[src/design/cfd_pkg.sv]
// Shared types, constants and the CRC-16/CCITT-FALSE byte step for the deframer.
// No dependencies; imported by every module of the block.
`timescale 1ns / 1ps

package cfd_pkg;

    localparam int LEN_W = 7;   // payload length, 0..127
    localparam int IDX_W = 6;   // byte position, 0..63

    localparam logic [15:0] CRC_POLY  = 16'h1021;
    localparam logic [15:0] CRC_INIT  = 16'hFFFF;
    localparam logic [15:0] COUNT_MAX = 16'hFFFF;

    localparam logic [1:0] STAT_GOOD     = 2'd0;
    localparam logic [1:0] STAT_CRC_ERR  = 2'd1;
    localparam logic [1:0] STAT_OVERSIZE = 2'd2;

    localparam logic CFG_START_BYTE = 1'b0;
    localparam logic CFG_MAX_LEN    = 1'b1;

    typedef struct packed {
        logic             start;
        logic [LEN_W-1:0] len;
    } t_drain_ctl;

    typedef struct packed {
        logic             busy;
        logic             valid;
        logic [7:0]       data;
        logic [IDX_W-1:0] idx;
        logic             last;
    } t_drain_stat;

    // One byte through the MSB-first CRC register, no reflection.
    function automatic logic [15:0] crc16_step(input logic [15:0] c, input logic [7:0] b);
        logic [15:0] v;
        v = c ^ {b, 8'h00};
        for (int k = 0; k < 8; k++) begin
            if (v[15]) begin
                v = {v[14:0], 1'b0} ^ CRC_POLY;
            end else begin
                v = {v[14:0], 1'b0};
            end
        end
        return v;
    endfunction

endpackage

[src/design/cfd_drain.sv]
// Payload store and readout sequencer of the deframer.
// Holds the synchronous payload memory; depends on cfd_pkg.
`timescale 1ns / 1ps

module cfd_drain
    import cfd_pkg::*;
#(
    parameter int DEPTH = 64
) (
    input  logic                                i_clk,
    input  logic                                i_rst_n,
    input  logic                                i_wr_en,
    input  logic [(DEPTH > 1 ? $clog2(DEPTH) : 1)-1:0] i_wr_addr,
    input  logic [7:0]                          i_wr_data,
    input  t_drain_ctl                          i_ctl,
    input  logic                                i_take,
    output t_drain_stat                         o_stat
);

    localparam int AW = (DEPTH > 1) ? $clog2(DEPTH) : 1;

    logic [7:0]       r_mem [DEPTH];
    logic [7:0]       r_q;
    logic [IDX_W-1:0] r_q_idx;
    logic             r_active;
    logic             r_rd_pend;
    logic [LEN_W-1:0] r_len;
    logic [LEN_W-1:0] r_rd_idx;

    logic issue_left;
    logic rd_en;
    logic done;
    logic n_rd_pend;

    always_comb begin
        issue_left = r_rd_idx < r_len;
        rd_en      = r_active && issue_left && (!r_rd_pend || i_take);
        done       = r_active && !issue_left && (!r_rd_pend || i_take);
        if (rd_en) begin
            n_rd_pend = 1'b1;
        end else if (i_take) begin
            n_rd_pend = 1'b0;
        end else begin
            n_rd_pend = r_rd_pend;
        end
    end

    always_ff @(posedge i_clk) begin
        if (i_wr_en) begin
            r_mem[i_wr_addr] <= i_wr_data;
        end
        if (rd_en) begin
            r_q     <= r_mem[r_rd_idx[AW-1:0]];
            r_q_idx <= r_rd_idx[IDX_W-1:0];
        end
    end

    always_ff @(posedge i_clk) begin
        if (!i_rst_n) begin
            r_active  <= 1'b0;
            r_rd_pend <= 1'b0;
            r_rd_idx  <= '0;
            r_len     <= '0;
        end else if (i_ctl.start) begin
            r_active  <= 1'b1;
            r_rd_pend <= 1'b0;
            r_rd_idx  <= '0;
            r_len     <= i_ctl.len;
        end else begin
            r_rd_pend <= n_rd_pend;
            if (rd_en) begin
                r_rd_idx <= r_rd_idx + 1'b1;
            end
            if (done) begin
                r_active <= 1'b0;
            end
        end
    end

    always_comb begin
        o_stat.busy  = r_active;
        o_stat.valid = r_rd_pend;
        o_stat.data  = r_q;
        o_stat.idx   = r_q_idx;
        o_stat.last  = ({1'b0, r_q_idx} + 7'd1) == r_len;
    end

endmodule

[src/design/crc16_frame_deframer.sv]
// Frame deframer: start byte, type, LE length, payload, LE CRC-16/CCITT-FALSE.
// Intake takes one byte per cycle unless a drain or a busy output register holds it; a status
// result appears in the output register the cycle after its byte. A good frame of N > 0 bytes
// drains one byte a cycle while the output register is free, via a registered payload memory read;
// intake holds until the drain ends. Synchronous active-low reset returns to hunting, clears
// counters and restores the default configuration. Depends on cfd_pkg and cfd_drain.
`timescale 1ns / 1ps

module crc16_frame_deframer
    import cfd_pkg::*;
#(
    parameter int PAYLOAD_DEPTH = 64
) (
    input  logic        i_clk,
    input  logic        i_rst_n,
    // configuration write channel
    input  logic        i_cfg_valid,
    output logic        o_cfg_ready,
    input  logic        i_cfg_index,
    input  logic [7:0]  i_cfg_data,
    // received bytes
    input  logic        s_axis_tvalid,
    output logic        s_axis_tready,
    input  logic [7:0]  s_axis_tdata,   // [7:0] rx_byte
    // results
    output logic        m_axis_tvalid,
    input  logic        m_axis_tready,
    // [7:0] frame_type, [14:8] frame_length, [22:15] data_byte, [28:23] byte_index,
    // [44:29] crc_error_count, [60:45] oversize_count, [63:61] zero
    output logic [63:0] m_axis_tdata,
    // [1:0] status, [2] data_valid
    output logic [2:0]  m_axis_tuser,
    output logic        m_axis_tlast
);

    localparam int AW = (PAYLOAD_DEPTH > 1) ? $clog2(PAYLOAD_DEPTH) : 1;
    localparam logic [LEN_W-1:0] DEPTH_LEN = LEN_W'(PAYLOAD_DEPTH);

    localparam logic [2:0] PH_HUNT  = 3'd0;
    localparam logic [2:0] PH_TYPE  = 3'd1;
    localparam logic [2:0] PH_LENLO = 3'd2;
    localparam logic [2:0] PH_LENHI = 3'd3;
    localparam logic [2:0] PH_DATA  = 3'd4;
    localparam logic [2:0] PH_CRCLO = 3'd5;
    localparam logic [2:0] PH_CRCHI = 3'd6;

    // configuration
    logic [7:0]       r_start_byte;
    logic [LEN_W-1:0] r_max_len;

    // frame intake state
    logic [2:0]       r_phase,  n_phase;
    logic [7:0]       r_type,   n_type;
    logic [7:0]       r_len_lo, n_len_lo;
    logic [LEN_W-1:0] r_len,    n_len;
    logic [LEN_W-1:0] r_pos,    n_pos;
    logic [15:0]      r_crc,    n_crc;
    logic [7:0]       r_crc_lo, n_crc_lo;
    logic [15:0]      r_crc_errs, n_crc_errs;
    logic [15:0]      r_ovs_errs, n_ovs_errs;

    // output register
    logic             r_out_valid;
    logic [1:0]       r_out_status;
    logic [7:0]       r_out_type;
    logic [LEN_W-1:0] r_out_len;
    logic [7:0]       r_out_data;
    logic             r_out_dv;
    logic [IDX_W-1:0] r_out_idx;
    logic             r_out_last;

    logic             in_xfer;
    logic             out_free;
    logic             res_phase;
    logic             res_load;      // intake produces a status result this cycle
    logic [1:0]       res_status;
    logic [LEN_W-1:0] res_len;
    logic             drain_load;
    logic [15:0]      full_len;
    logic [LEN_W-1:0] limit;
    logic [15:0]      crc_b;
    logic             wr_en;
    t_drain_ctl       drain_ctl;
    t_drain_stat      drain_stat;

    assign o_cfg_ready = 1'b1;

    // The user must write configuration only while idle; the block does not enforce it and takes it whenever offered.
    always_ff @(posedge i_clk) begin
        if (!i_rst_n) begin
            r_start_byte <= 8'd170;
            r_max_len    <= 7'd64;
        end else if (i_cfg_valid) begin
            unique case (i_cfg_index)
                CFG_START_BYTE: r_start_byte <= i_cfg_data;
                CFG_MAX_LEN:    r_max_len    <= i_cfg_data[LEN_W-1:0];
                default:        r_start_byte <= r_start_byte;
            endcase
        end
    end

    // Hold intake while draining, and on a length-high or CRC-high byte, which can yield a result,
    // until the output register frees up.
    assign out_free      = !r_out_valid || m_axis_tready;
    assign res_phase     = (r_phase == PH_LENHI) || (r_phase == PH_CRCHI);
    assign s_axis_tready = !drain_stat.busy && (!res_phase || out_free);
    assign in_xfer       = s_axis_tvalid && s_axis_tready;

    assign full_len = {s_axis_tdata, r_len_lo};
    assign limit    = (r_max_len > DEPTH_LEN) ? DEPTH_LEN : r_max_len;
    assign crc_b    = crc16_step(r_crc, s_axis_tdata);
    assign wr_en    = in_xfer && (r_phase == PH_DATA) && (r_pos < DEPTH_LEN);

    always_comb begin
        n_phase    = r_phase;
        n_type     = r_type;
        n_len_lo   = r_len_lo;
        n_len      = r_len;
        n_pos      = r_pos;
        n_crc      = r_crc;
        n_crc_lo   = r_crc_lo;
        n_crc_errs = r_crc_errs;
        n_ovs_errs = r_ovs_errs;
        res_load   = 1'b0;
        res_status = STAT_GOOD;
        res_len    = r_len;
        drain_ctl.start = 1'b0;
        drain_ctl.len   = r_len;
        if (in_xfer) begin
            unique case (r_phase)
                PH_TYPE: begin
                    n_type  = s_axis_tdata;
                    n_crc   = crc_b;
                    n_phase = PH_LENLO;
                end
                PH_LENLO: begin
                    n_len_lo = s_axis_tdata;
                    n_crc    = crc_b;
                    n_phase  = PH_LENHI;
                end
                PH_LENHI: begin
                    n_crc = crc_b;
                    n_pos = '0;
                    if (full_len > {9'd0, limit}) begin
                        // oversize: report, count, drop the frame
                        if (r_ovs_errs != COUNT_MAX) begin
                            n_ovs_errs = r_ovs_errs + 16'd1;
                        end
                        res_load   = 1'b1;
                        res_status = STAT_OVERSIZE;
                        res_len    = (full_len > 16'd127) ? 7'd127 : full_len[LEN_W-1:0];
                        n_phase    = PH_HUNT;
                        n_crc      = CRC_INIT;
                    end else begin
                        n_len   = full_len[LEN_W-1:0];
                        n_phase = (full_len == 16'd0) ? PH_CRCLO : PH_DATA;
                    end
                end
                PH_DATA: begin
                    n_pos = r_pos + 1'b1;
                    n_crc = crc_b;
                    if (n_pos >= r_len) begin
                        n_phase = PH_CRCLO;
                    end
                end
                PH_CRCLO: begin
                    n_crc_lo = s_axis_tdata;
                    n_phase  = PH_CRCHI;
                end
                PH_CRCHI: begin
                    if ({s_axis_tdata, r_crc_lo} == r_crc) begin
                        if (r_len == '0) begin
                            res_load = 1'b1;
                        end else begin
                            drain_ctl.start = 1'b1;
                        end
                    end else begin
                        if (r_crc_errs != COUNT_MAX) begin
                            n_crc_errs = r_crc_errs + 16'd1;
                        end
                        res_load   = 1'b1;
                        res_status = STAT_CRC_ERR;
                    end
                    n_phase = PH_HUNT;
                    n_crc   = CRC_INIT;
                end
                default: begin
                    // hunting, and any unused code
                    if (s_axis_tdata == r_start_byte) begin
                        n_crc   = CRC_INIT;
                        n_phase = PH_TYPE;
                    end else begin
                        n_phase = PH_HUNT;
                    end
                end
            endcase
        end
    end

    always_ff @(posedge i_clk) begin
        if (!i_rst_n) begin
            r_phase    <= PH_HUNT;
            r_type     <= '0;
            r_len_lo   <= '0;
            r_len      <= '0;
            r_pos      <= '0;
            r_crc      <= CRC_INIT;
            r_crc_lo   <= '0;
            r_crc_errs <= '0;
            r_ovs_errs <= '0;
        end else begin
            r_phase    <= n_phase;
            r_type     <= n_type;
            r_len_lo   <= n_len_lo;
            r_len      <= n_len;
            r_pos      <= n_pos;
            r_crc      <= n_crc;
            r_crc_lo   <= n_crc_lo;
            r_crc_errs <= n_crc_errs;
            r_ovs_errs <= n_ovs_errs;
        end
    end

    cfd_drain #(
        .DEPTH (PAYLOAD_DEPTH)
    ) u_drain (
        .i_clk     (i_clk),
        .i_rst_n   (i_rst_n),
        .i_wr_en   (wr_en),
        .i_wr_addr (r_pos[AW-1:0]),
        .i_wr_data (s_axis_tdata),
        .i_ctl     (drain_ctl),
        .i_take    (drain_load),
        .o_stat    (drain_stat)
    );

    // Advance the drain whenever its byte can move into the output register.
    assign drain_load = drain_stat.valid && out_free;

    always_ff @(posedge i_clk) begin
        if (!i_rst_n) begin
            r_out_valid <= 1'b0;
        end else if (res_load || drain_load) begin
            r_out_valid <= 1'b1;
        end else if (m_axis_tready) begin
            r_out_valid <= 1'b0;
        end
    end

    always_ff @(posedge i_clk) begin
        if (res_load) begin
            r_out_status <= res_status;
            r_out_type   <= r_type;
            r_out_len    <= res_len;
            r_out_data   <= '0;
            r_out_dv     <= 1'b0;
            r_out_idx    <= '0;
            r_out_last   <= 1'b1;
        end else if (drain_load) begin
            r_out_status <= STAT_GOOD;
            r_out_type   <= r_type;
            r_out_len    <= r_len;
            r_out_data   <= drain_stat.data;
            r_out_dv     <= 1'b1;
            r_out_idx    <= drain_stat.idx;
            r_out_last   <= drain_stat.last;
        end
    end

    // Counters only change on a result load, which needs a free output register,
    // so their live values always match the result being shown.
    assign m_axis_tvalid = r_out_valid;
    assign m_axis_tdata  = {3'b000, r_ovs_errs, r_crc_errs, r_out_idx, r_out_data,
                            r_out_len, r_out_type};
    assign m_axis_tuser  = {r_out_dv, r_out_status};
    assign m_axis_tlast  = r_out_last;

endmodule

[config.mk]
export PLATFORM = sky130hd
export DESIGN_NAME = crc16_frame_deframer
export DESIGN_NICKNAME = d
export VERILOG_FILES = /design/src/design/cfd_pkg.sv /design/src/design/cfd_drain.sv /design/src/design/crc16_frame_deframer.sv
export SDC_FILE = /design/constraint.sdc
export NUM_CORES = 1
export LEC_CHECK = 0
export ABC_CLOCK_PERIOD_IN_PS = 8800
export BUFFER_PORTS_ARGS = -buffer_cell sky130_fd_sc_hd__buf_2
export CAP_MARGIN = 20
export CORE_ASPECT_RATIO = 0.9
export CORE_MARGIN = 3
export CORE_UTILIZATION = 35
export DETAILED_ROUTE_END_ITERATION = 8
export GPL_ROUTABILITY_DRIVEN = 0
export SYNTH_ARGS = -nofsm -noshare
export SYNTH_HDL_FRONTEND = slang
export SYNTH_SLANG_ARGS = --single-unit
[constraint.sdc]
create_clock -name i_clk -period 8.8 [get_ports i_clk]
set_input_delay 2.64 -clock i_clk [delete_from_list [all_inputs] [get_ports i_clk]]
set_output_delay 2.64 -clock i_clk [all_outputs]
set_load 0.01 [all_outputs]
==> key figures <==
Outcome
  • Run status: finished clean

Setup path
  • Worst EP arrival: 3.50 ns
  • Crit path kind: in -> out
  • Reg2Reg Capture Point: u_drain.r_q[3]
  • Worst Path Max Fanout: 3
  • Reg-to-reg startpoint: u_drain.r_rd_idx[0]
  • Worst reg2reg path depth: 6
  • Crit. End Element: primary output
  • Worst path required time: 6.16 ns
  • CP max stage cell: a21oi_1
  • Cell Chain, Critical Path: buf_2 > nand3b_1 > a21oi_1 > nor2_1 > buf_2
  • CP most frequent cell: buf_2
  • CP Launch Type: input port
  • CP peak stage delay: ~0.26 ns
  • R2R setup slack: approximately 4.5 ns

GRT
  • Vias in the first global route: 16.3k
  • Initial antenna violation count: 2
  • First-pass GRT wire length: 104 mm
  • Largest net degree at the start of global routing: about 100
  • GR Overflow Total: 0
  • GRT Total Usage: 0.163

Flow run
  • Max Cap Violations: 0

Floorplanning
  • Die outline area: ~84000 µm²
  • Core ar.: 78600 µm²
  • Die Width: between 300 and 400 µm
  • Num ports: 93
  • Site Rows: 97
  • Initial core utilization: 0.357
  • Die Y: approximately 270 µm

Final layout
  • Post-route insts no fill: 3082
  • Ant diodes: 0
  • Nets: 2033
  • P&R area growth vs syn: 13.5%
  • Share of post-route cells with drive strength above 1: 0.168
  • Fill cell count: 7190
  • Util after Layout: 0.405

Synthesis
  • FFs w/ async S/R, synth: 0
  • Synth Instances: 1909
  • Netlist cell types: approximately 80
  • Seq/Total Area, Yosys: 0.679
  • Area of the mapped netlist: 28100 µm²
  • Post-synth top flop: edfxtp_1
  • Post-Syn Area per Cell: 14.7 µm²
  • Synth Register Bits: 680
  • Number of synthesized flops with an enable pin: about 540
  • Yosys Warn Count: 0

Clock tree
  • PostCTS Resize Cnt: 0
  • Clk Latency, worst-skew pair: 0.62 ns
  • Hold bufs inserted after CTS: 0
  • Postcts setup bufs: 0
  • # clock sinks: 680
  • Clk root buf: clkbuf_16
  • CTS tree: done
  • Num CTS Buffers: 71
  • CTS max path bufs: 3
  • Clock slew at reported path FFs: ~0.060 ns
  • Total number of H-tree levels: 3

Power
  • Power Density: 207 nW/µm²
  • Leakage: roughly 10 nW
  • Worst VDD drop: between 0.0001 and 0.00015 V

Route
  • DRC Markers: 0
  • Initial DRC Count: 1696
  • Detailed-route via count: between 15k and 20k
  • Post-DRT Antenna Nets: 0
  • Total wire length: 69.2 mm
  • DRT Pass-1 Iters: 5
  • WL/cell: ~22 µm
  • Vias per cell: 5.42

Timing
  • Hold Violations, Final: 0
  • Clock Skews: between 0.02 and 0.025 ns
  • Final min period: 6.14 ns
  • Final setup viols: 0
  • RSZ-0062 raised after global routing: no
  • Relative slew slack: 0.211
  • Worst Tran Pin Value: around 1.2 ns
  • Fin crit share: 0.697
  • Fmax: 163 MHz
  • Final Max Slew Viols: 0
  • Final setup TNS: 0 ns

Hold path
  • Worst hold-check path type: reg -> reg
  • Hold path endpoint: r_out_type[1]
  • Hold Path Stages: 0
  • HP Start: r_type[1]

Place
  • Inst Count DP: 2950
  • DP Wirelength: around 44 mm
  • PortBufs: 88
[critical path: cells and delay by family]
family,cells,cell delay [ns]
AO/OA/AOI/OAI,1,0.26
buffers and inverters,2,0.29
AND/OR/NAND/NOR,2,0.31
[cell usage in the layout, fill, tap and decap left out, types with 16 or more instances in the layout]
cell	synthesis	layout
xnor2_1	40	40
ha_1	25	25
nand2_1	148	148
nand3_1	45	45
nand2b_1	19	19
or3_1	23	23
nand4_1	22	22
edfxtp_1	543	543
buf_2	28	88
a211oi_1	20	20
o22ai_1	32	32
o21ai_0	44	44
buf_4	8	23
clkbuf_1	53	16
a21oi_1	79	79
nor2_1	154	154
mux4_2	84	84
dfxtp_1	137	134
mux2i_1	142	142
inv_1	24	24
xor2_1	19	19
clkbuf_16	0	73
[how the worst max path moves through the flow]
stage / start / end / slack, ns
global route: m_axis_tready / s_axis_tready / 2.62
floorplan: m_axis_tready / s_axis_tready / 3.10
CTS: m_axis_tready / s_axis_tready / 2.67
global placement: s_axis_tdata[1] / r_out_type[6] / 2.20
finish: m_axis_tready / s_axis_tready / 2.66
detailed placement: s_axis_tdata[5] / r_out_type[6] / 2.23
[where the power goes]
group          total [mW]  internal [mW]  switching (mW)
combinational       0.141         0.0376           0.103
sequential           3.49           3.47          0.0115
clock                2.97           1.73            1.24
[logic make-up after synthesis]
family | count (synthesis) | synth area share
other | 2 | 0.000268
AO/OA/AOI/OAI | 272 | 0.0636
buffers and inverters | 136 | 0.0215
multiplexers | 226 | 0.118
AND/OR/NAND/NOR | 509 | 0.0885
adder cells (fa/ha/maj) | 25 | 0.0111
flip-flops | 680 | 0.679
XOR/XNOR | 59 | 0.0184
[area by class of cell]
| cell class | instances | area [µm²] | area share |
|---|---|---|---|
| sequential | 680 | 19100 | 0.598 |
| multi-input combinational | 1095 | 8430 | 0.265 |
| clock buffer | 94 | 1960 | 0.0614 |
| tap | 1039 | 1300 | 0.0408 |
| timing repair buffer | 112 | 633 | 0.0199 |
| clock inverter | 36 | 377 | 0.0118 |
| inverter | 26 | 97.6 | 0.00306 |
[synth_stat cells, drive strengths merged, types with 23 or more instances]
| cell | number | area share |
|---|---|---|
| inv | 25 | 0.0033 |
| clkbuf | 58 | 0.0080 |
| mux4 | 84 | 0.067 |
| dfxtp | 137 | 0.098 |
| nor2 | 155 | 0.021 |
| o21ai | 47 | 0.0089 |
| nand3 | 47 | 0.0087 |
| xnor2 | 40 | 0.012 |
| a21oi | 88 | 0.017 |
| o22ai | 32 | 0.0071 |
| buf | 52 | 0.010 |
| or3 | 24 | 0.0054 |
| nand2 | 149 | 0.020 |
| mux2i | 142 | 0.051 |
| nand4 | 23 | 0.0053 |
| ha | 25 | 0.011 |
| edfxtp | 543 | 0.58 |
[layer usage]
metal | global-route usage | wire length (µm) | vias up
met5 | 0 | 0 | -
met4 | 0.0412 | 1330 | 0
met3 | 0.0369 | 5400 | 85
met2 | 0.254 | 31700 | 648
met1 | 0.231 | 30700 | 8487
li1 | - | - | 7493
[state kept, by name, summed over array words and instances (netlist names), 2 cells and up]
signal,flops
r_type,8
r_crc_lo,8
r_out_len,7
r_out_data,8
r_start_byte,8
u_drain.r_rd_idx,7
r_pos,7
r_out_status,2
r_phase,3
r_len,7
u_drain.r_mem,512
r_max_len,7
u_drain.r_len,7
u_drain.r_q,8
r_out_type,8
r_ovs_errs,16
r_crc_errs,16
r_len_lo,8
r_out_idx,6
u_drain.r_q_idx,6
r_crc,16
[through the flow]
step                total power, mW  hold WS, ns  area (µm²)  setup WS, ns
floorplan                      3.62        0.408       28100          3.10
CTS                            6.65        0.443       31800          2.67
global placement               3.69        0.426       29500          2.20
global route                   6.81        0.458       31800          2.62
detailed placement             3.70        0.428       29500          2.23
finish                         6.59        0.437       31800          2.66
Note: power is estimated with default switching activity, not from simulation.
